[config.mk]
export PLATFORM = sky130hd
export DESIGN_NAME = pol_cell
export DESIGN_NICKNAME = d
export VERILOG_FILES = /design/src/hw/rtl/pol_pkg.sv /design/src/hw/rtl/pol_cell.sv
export SDC_FILE = /design/constraint.sdc
export NUM_CORES = 1
export LEC_CHECK = 0
export BUFFER_PORTS_ARGS = -buffer_cell sky130_fd_sc_hd__buf_2
export CAP_MARGIN = 20
export CORE_MARGIN = 3
export CORE_UTILIZATION = 37
export CTS_CLUSTER_DIAMETER = 40
export DETAILED_ROUTE_END_ITERATION = 10
export PLACE_DENSITY = 0.86
export RECOVER_POWER = 25
export SYNTH_ARGS = -nofsm -noshare
export SYNTH_HDL_FRONTEND = slang
export SYNTH_SLANG_ARGS = --single-unit
[constraint.sdc]
create_clock -name clk_i -period 3 [get_ports clk_i]
set_input_delay 0.15 -clock clk_i [delete_from_list [all_inputs] [get_ports clk_i]]
set_output_delay 0.15 -clock clk_i [all_outputs]
set_load 0.1 [all_outputs]
[src/hw/rtl/pol_pkg.sv]
// package: sizes, operation codes, controller states and cell control for the positional list
`timescale 1ns / 1ps
package pol_pkg;

  localparam int CAPACITY = 64;
  localparam int CODE_W   = 32;
  localparam int POS_W    = 8;
  localparam int OP_W     = 2;
  localparam int LEN_W    = 7;
  localparam int CNT_W    = $clog2(CAPACITY + 1);
  localparam int IDX_W    = (CAPACITY > 1) ? $clog2(CAPACITY) : 1;
  localparam int GRP_SZ   = 8;
  localparam int GRP_N    = (CAPACITY + GRP_SZ - 1) / GRP_SZ;
  localparam int IN_DW    = 40;
  localparam int OUT_DW   = 40;

  typedef enum logic [OP_W-1:0] {
    OP_RETRIEVE = 2'd0,
    OP_INSERT   = 2'd1,
    OP_REMOVE   = 2'd2
  } op_e;

  typedef enum logic [1:0] {
    ST_IDLE,
    ST_GATHER,
    ST_REDUCE
  } state_e;

  typedef struct packed {
    logic              ins;
    logic              rem;
    logic [IDX_W-1:0]  idx;
    logic [CODE_W-1:0] code;
  } cell_ctrl_t;

endpackage

[src/hw/rtl/pol_cell.sv]
// one list cell: holds one entry, shifts to or from its neighbors on insert and remove
`timescale 1ns / 1ps
module pol_cell (
  input  logic                       clk_i,
  input  pol_pkg::cell_ctrl_t        ctrl_i,
  input  logic [pol_pkg::IDX_W-1:0]  cell_idx_i,
  input  logic [pol_pkg::CODE_W-1:0] left_i,
  input  logic [pol_pkg::CODE_W-1:0] right_i,
  output logic [pol_pkg::CODE_W-1:0] data_o,
  output logic [pol_pkg::CODE_W-1:0] rd_o
);

  logic [pol_pkg::CODE_W-1:0] data_q;
  logic [pol_pkg::CODE_W-1:0] data_d;

  always_comb begin
    priority if (ctrl_i.ins && (cell_idx_i > ctrl_i.idx)) begin
      data_d = left_i;
    end else if (ctrl_i.ins && (cell_idx_i == ctrl_i.idx)) begin
      data_d = ctrl_i.code;
    end else if (ctrl_i.rem && (cell_idx_i >= ctrl_i.idx)) begin
      data_d = right_i;
    end else begin
      data_d = data_q;
    end
  end

  always_ff @(posedge clk_i) begin
    data_q <= data_d;
  end

  assign data_o = data_q;
  assign rd_o   = (cell_idx_i == ctrl_i.idx) ? data_q : '0;

endmodule

==> metrics.txt, run 1 <==
wire length per cell 15.6 um; initial drt markers 34; CTS max path bufs 2; Power Dens Cells 559 nW/um^2; CP Max Fanout 20; hold_sp left_i[5]; Final min period 2.23 ns; Slew Limit Fails 0; CP endpoint kind flop; crit-path cells buf_2 > inv_1 > ha_1 > and4_1 > nand3_4 > buf_12 > mux2_4 > mux2_4; Gate Count Post-Synth 167; Resized cells post-CTS 0; worst slew pin tran 1.20 ns; commonest non-fill, non-tap cell in the layout buf_2; final setup fails 0; CP max stage delay 0.49 ns; num rows 28; DRC 0; Tot GR Track Use 16.3%; vias in the first global route 1961; unrepaired setup endpoints after global routing false; CP Launch Type input port; Final Net Count 458; Critical Path Most Common Cell mux2_4; largest net degree at the start of global routing 23; WP data arrival 2.26 ns; CTS buffer count 5; Leak 0.00194 uW; number of synthesis warnings 0; top-level I/O count 175; clock-pin slew on the worst setup and hold paths 0.07 ns; initial antenna violation count 0; final WL 6.49 mm; max_slew headroom 20.1%; HP Class in -> reg; syn nets 284; worst path bufs/invs 3; fin crit share 74.5%; Post-DP HPWL 5.41 mm; max FFs per register 32; worst vdd ir 0.389 mV; fill count 543; Syn-to-layout area delta 42.3%; register area share after synthesis 39.8%; Final Hold Viols 0; Final Total Pwr 1920 uW; status finished clean; vias per inst 4.81; gr ovfl total 0; Unique masters post-synth 22; maxcap violations 0; most frequent cells in the layout buf_2, mux2_4, and3_1, edfxtp_1, clkbuf_1; Die X 86.8 um; post-route setup TNS 0 ns; Syn Area/Cell 14.5 um^2; die area 7540 um^2; Post-CTS Hold Buffers 0; critical path class in -> reg; CORE AREA 6130 um^2; layout cell share with drive strength beyond 1 64.9%; highest clock rate 448 MHz; routed vias 2004; post-synthesis cell area 2420 um^2; IO buf count 174; die height 86.8 um; #FFs+latches synth 32; Root Buffer clkbuf_8; remaining antenna violation count 0; worst endpoint required time 3.03 ns; gpl congestion 0.814; slowest stage cell, crit path and4_1; first-pass GRT wire length 9.44 mm; Pre-antenna DRT Iters 4; setup bufs post-CTS 0; Crit. Startpoint ctrl_i[37]; # diodes 0; CTS Sinks 32; CP delay by family, top simple AND/OR/NAND/NOR gates; TritonCTS clock tree done; H-tree depth 2; Starting Density 39.4%
-- power breakdown --
group          switching (uW)  total, uW  internal, uW
Clock                     147        389           242
Sequential               40.2        626           585
Combinational             698        906           207
-- path summary, 6_finish.rpt --
path | depth (start not counted) | endpoint
max | 8 | data_o[30]
min | 2 | data_o[5]
-- cells in the mapped netlist (all sizes together) --
| library cell | n | area, um^2 |
|---|---|---|
| and2 | 1 | 6.26 |
| a31o | 1 | 17.5 |
| nor2 | 1 | 3.75 |
| inv | 6 | 22.5 |
| nand3 | 2 | 22.5 |
| a21bo | 1 | 10.0 |
| a21oi | 1 | 5.00 |
| o21ai | 1 | 5.00 |
| nand2 | 1 | 3.75 |
| clkbuf | 6 | 22.5 |
| edfxtp | 32 | 961 |
| ha | 6 | 75.1 |
| and3 | 32 | 200 |
| and4 | 1 | 8.76 |
| buf | 8 | 83.8 |
| a21o | 1 | 7.51 |
| mux2 | 64 | 946 |
| nor2b | 1 | 6.26 |
| a41oi | 1 | 8.76 |
-- final cells by class --
type,count,area [um^2],share of cell area (%)
tap,75,93.8,2.73
clock buffer,5,68.8,2.00
inverter,6,22.5,0.655
timing repair buffer,181,908,26.4
sequential,32,961,28.0
clock inverter,3,37.5,1.09
multi-input combinational,115,1350,39.1
-- per-layer routing --
| metal | part of all wire (%) | vias up | track usage [%] |
|---|---|---|---|
| met5 | 0 | - | 0 |
| met2 | 54 | 95 | 30.8 |
| met3 | 7.2 | 8 | 2.85 |
| li1 | - | 977 | - |
| met1 | 37 | 924 | 18.4 |
| met4 | 1.5 | 0 | 4.96 |
-- cells by family after synthesis --
logic type               after synthesis  synth area share [%]
multiplexers                          64                  39.2
AND/OR/NAND/NOR                       39                  10.4
flip-flops                            32                  39.8
buffers and inverters                 20                  5.33
AO/OA/AOI/OAI                          6                  2.23
adder cells (fa/ha/maj)                6                  3.11
-- through the flow --
stage	utilization (%)	area (um^2)	cells	setup slack, ns	hold WS (ns)
after CTS	56.7	3480	417	0.775	0.161
final	56.1	3440	417	0.766	0.173
after floorplan	-	2420	167	0.724	0.368
after global routing	56.1	3440	417	0.657	0.158
after detailed placement	55.0	3370	409	0.484	0.453
after global placement	55.0	3370	409	0.551	0.453
No activity file was read; power rests on OpenSTA's default activity.
==> inputs of run 2 (changes only) <==
- CORE_UTILIZATION: 37 -> 41
- PLACE_DENSITY: 0.86 -> 0.9
- clock period: 3 -> 2.3 ns (I/O delays scaled with it)
==> run 2 against run 1 <==
Effect of this change: via count increased by 1.3%; sequential share of layout area decreased by 3.6 points; first-iteration DRC count shrank 50%; sequential power grew 30%; largest cell class is now buffers; critical path depth is 1 lower; setup slack got worse by 0.43 ns; global-route usage rose by 3.0 points; worst hold slack lost 0.040 ns.
==> metrics.txt, run 2 (synthesized netlist as in run 1, its figures left out) <==
status finished clean; largest net degree at the start of global routing 33; maxcap violations 0; CTS Sinks 32; wire length per cell 16.2 um; unrepaired setup endpoints after global routing false; num rows 27; Starting Density 43.1%; remaining antenna violation count 0; critical path class in -> reg; WP data arrival 1.98 ns; hold_sp left_i[22]; worst vdd ir 0.415 mV; gpl congestion 0.819; DRC 0; clock-pin slew on the worst setup and hold paths 0.07 ns; worst slack, placed 0.0202 ns; Resized cells post-CTS 0; final WL 6.75 mm; die height 82.8 um; Final min period 1.96 ns; TritonCTS clock tree done; commonest non-fill, non-tap cell in the layout buf_2; Slew Limit Fails 0; first-pass GRT wire length 9.80 mm; Post-CTS Hold Buffers 0; highest clock rate 510 MHz; Hold Crit Endpoint data_o[22]; Syn-to-layout area delta 63.1%; WHS 0.133 ns; CP Launch Type input port; CP Max Fanout 32; CTS buffer count 5; CTS max path bufs 2; die area 6850 um^2; H-tree depth 2; post-route setup TNS 0 ns; worst slew pin tran 1.21 ns; utilization after layout 70.3%; worst endpoint required time 2.32 ns; hold depth 2; Root Buffer clkbuf_8; top-level I/O count 175; max FFs per register 32; Leak 0.00204 uW; Die X 82.8 um; IO buf count 174; # diodes 0; max_slew headroom 19.6%; gr ovfl total 0; Final Net Count 461; Post-DP HPWL 5.80 mm; setup slack after layout 0.338 ns; most frequent cells in the layout buf_2, mux2_4, buf_12; Pre-antenna DRT Iters 4; HP Class in -> reg; vias per inst 4.87; routed vias 2030; layout cell share with drive strength beyond 1 65.8%; CP endpoint kind flop; Tot GR Track Use 19.3%; Power Dens Cells 644 nW/um^2; fin crit share 85.3%; CORE AREA 5610 um^2; setup bufs post-CTS 0; Crit. Startpoint ctrl_i[37]; initial drt markers 17; final setup fails 0; initial antenna violation count 0; vias in the first global route 2054; Final Total Pwr 2540 uW; Final Hold Viols 0
-- run 2: layout make-up --
cell class	instances	area (um^2)
fillers	411	1670
repair buffers	184	1410
multi-input cells	115	1350
flip-flops and latches	32	961
well taps	72	90.1
clock buffers	5	68.8
clock inverters	3	42.5
inverters	6	22.5
-- run 2: stage by stage --
| stage | instances | area (um^2) |
|---|---|---|
| after floorplan | 167 | 2420 |
| after global placement | 409 | 3870 |
| after detailed placement | 409 | 3870 |
| after CTS | 417 | 3980 |
| after global routing | 417 | 3940 |
| final | 417 | 3940 |
-- run 2: power breakdown --
part           internal [uW]  switching, uW  total [uW]
sequential               763           48.5         812
clock                    320            196         516
combinational            291            918        1210
total                   1370           1160        2540
-- run 2: worst max-delay path, stage by stage --
cell	delay, ns
buf_2	0.08
inv_1	0.03
ha_1	0.31
and4_1	0.26
o21ai_1	0.16
a31o_4	0.61
mux2_2	0.41
-- run 2: layer usage --
layer	vias to the layer above	routed length, um	GRT usage (%)
met4	0	133	6.70
met3	12	500	2.82
li1	984	-	-
met1	929	2180	18.2
met5	-	0	0
met2	105	3930	40.9
-- run 2: worst max-delay path by stage --
stage / to / slack, ns / cells past startpoint
2_1_floorplan: data_o[0] / 0.06 / 6
3_3_place_gp: data_o[31] / 0.14 / 7
3_5_place_dp: data_o[0] / 0.02 / 7
4_1_cts: data_o[0] / 0.32 / 7
5_1_grt: data_o[0] / 0.24 / 7
6_report: data_o[0] / 0.34 / 7
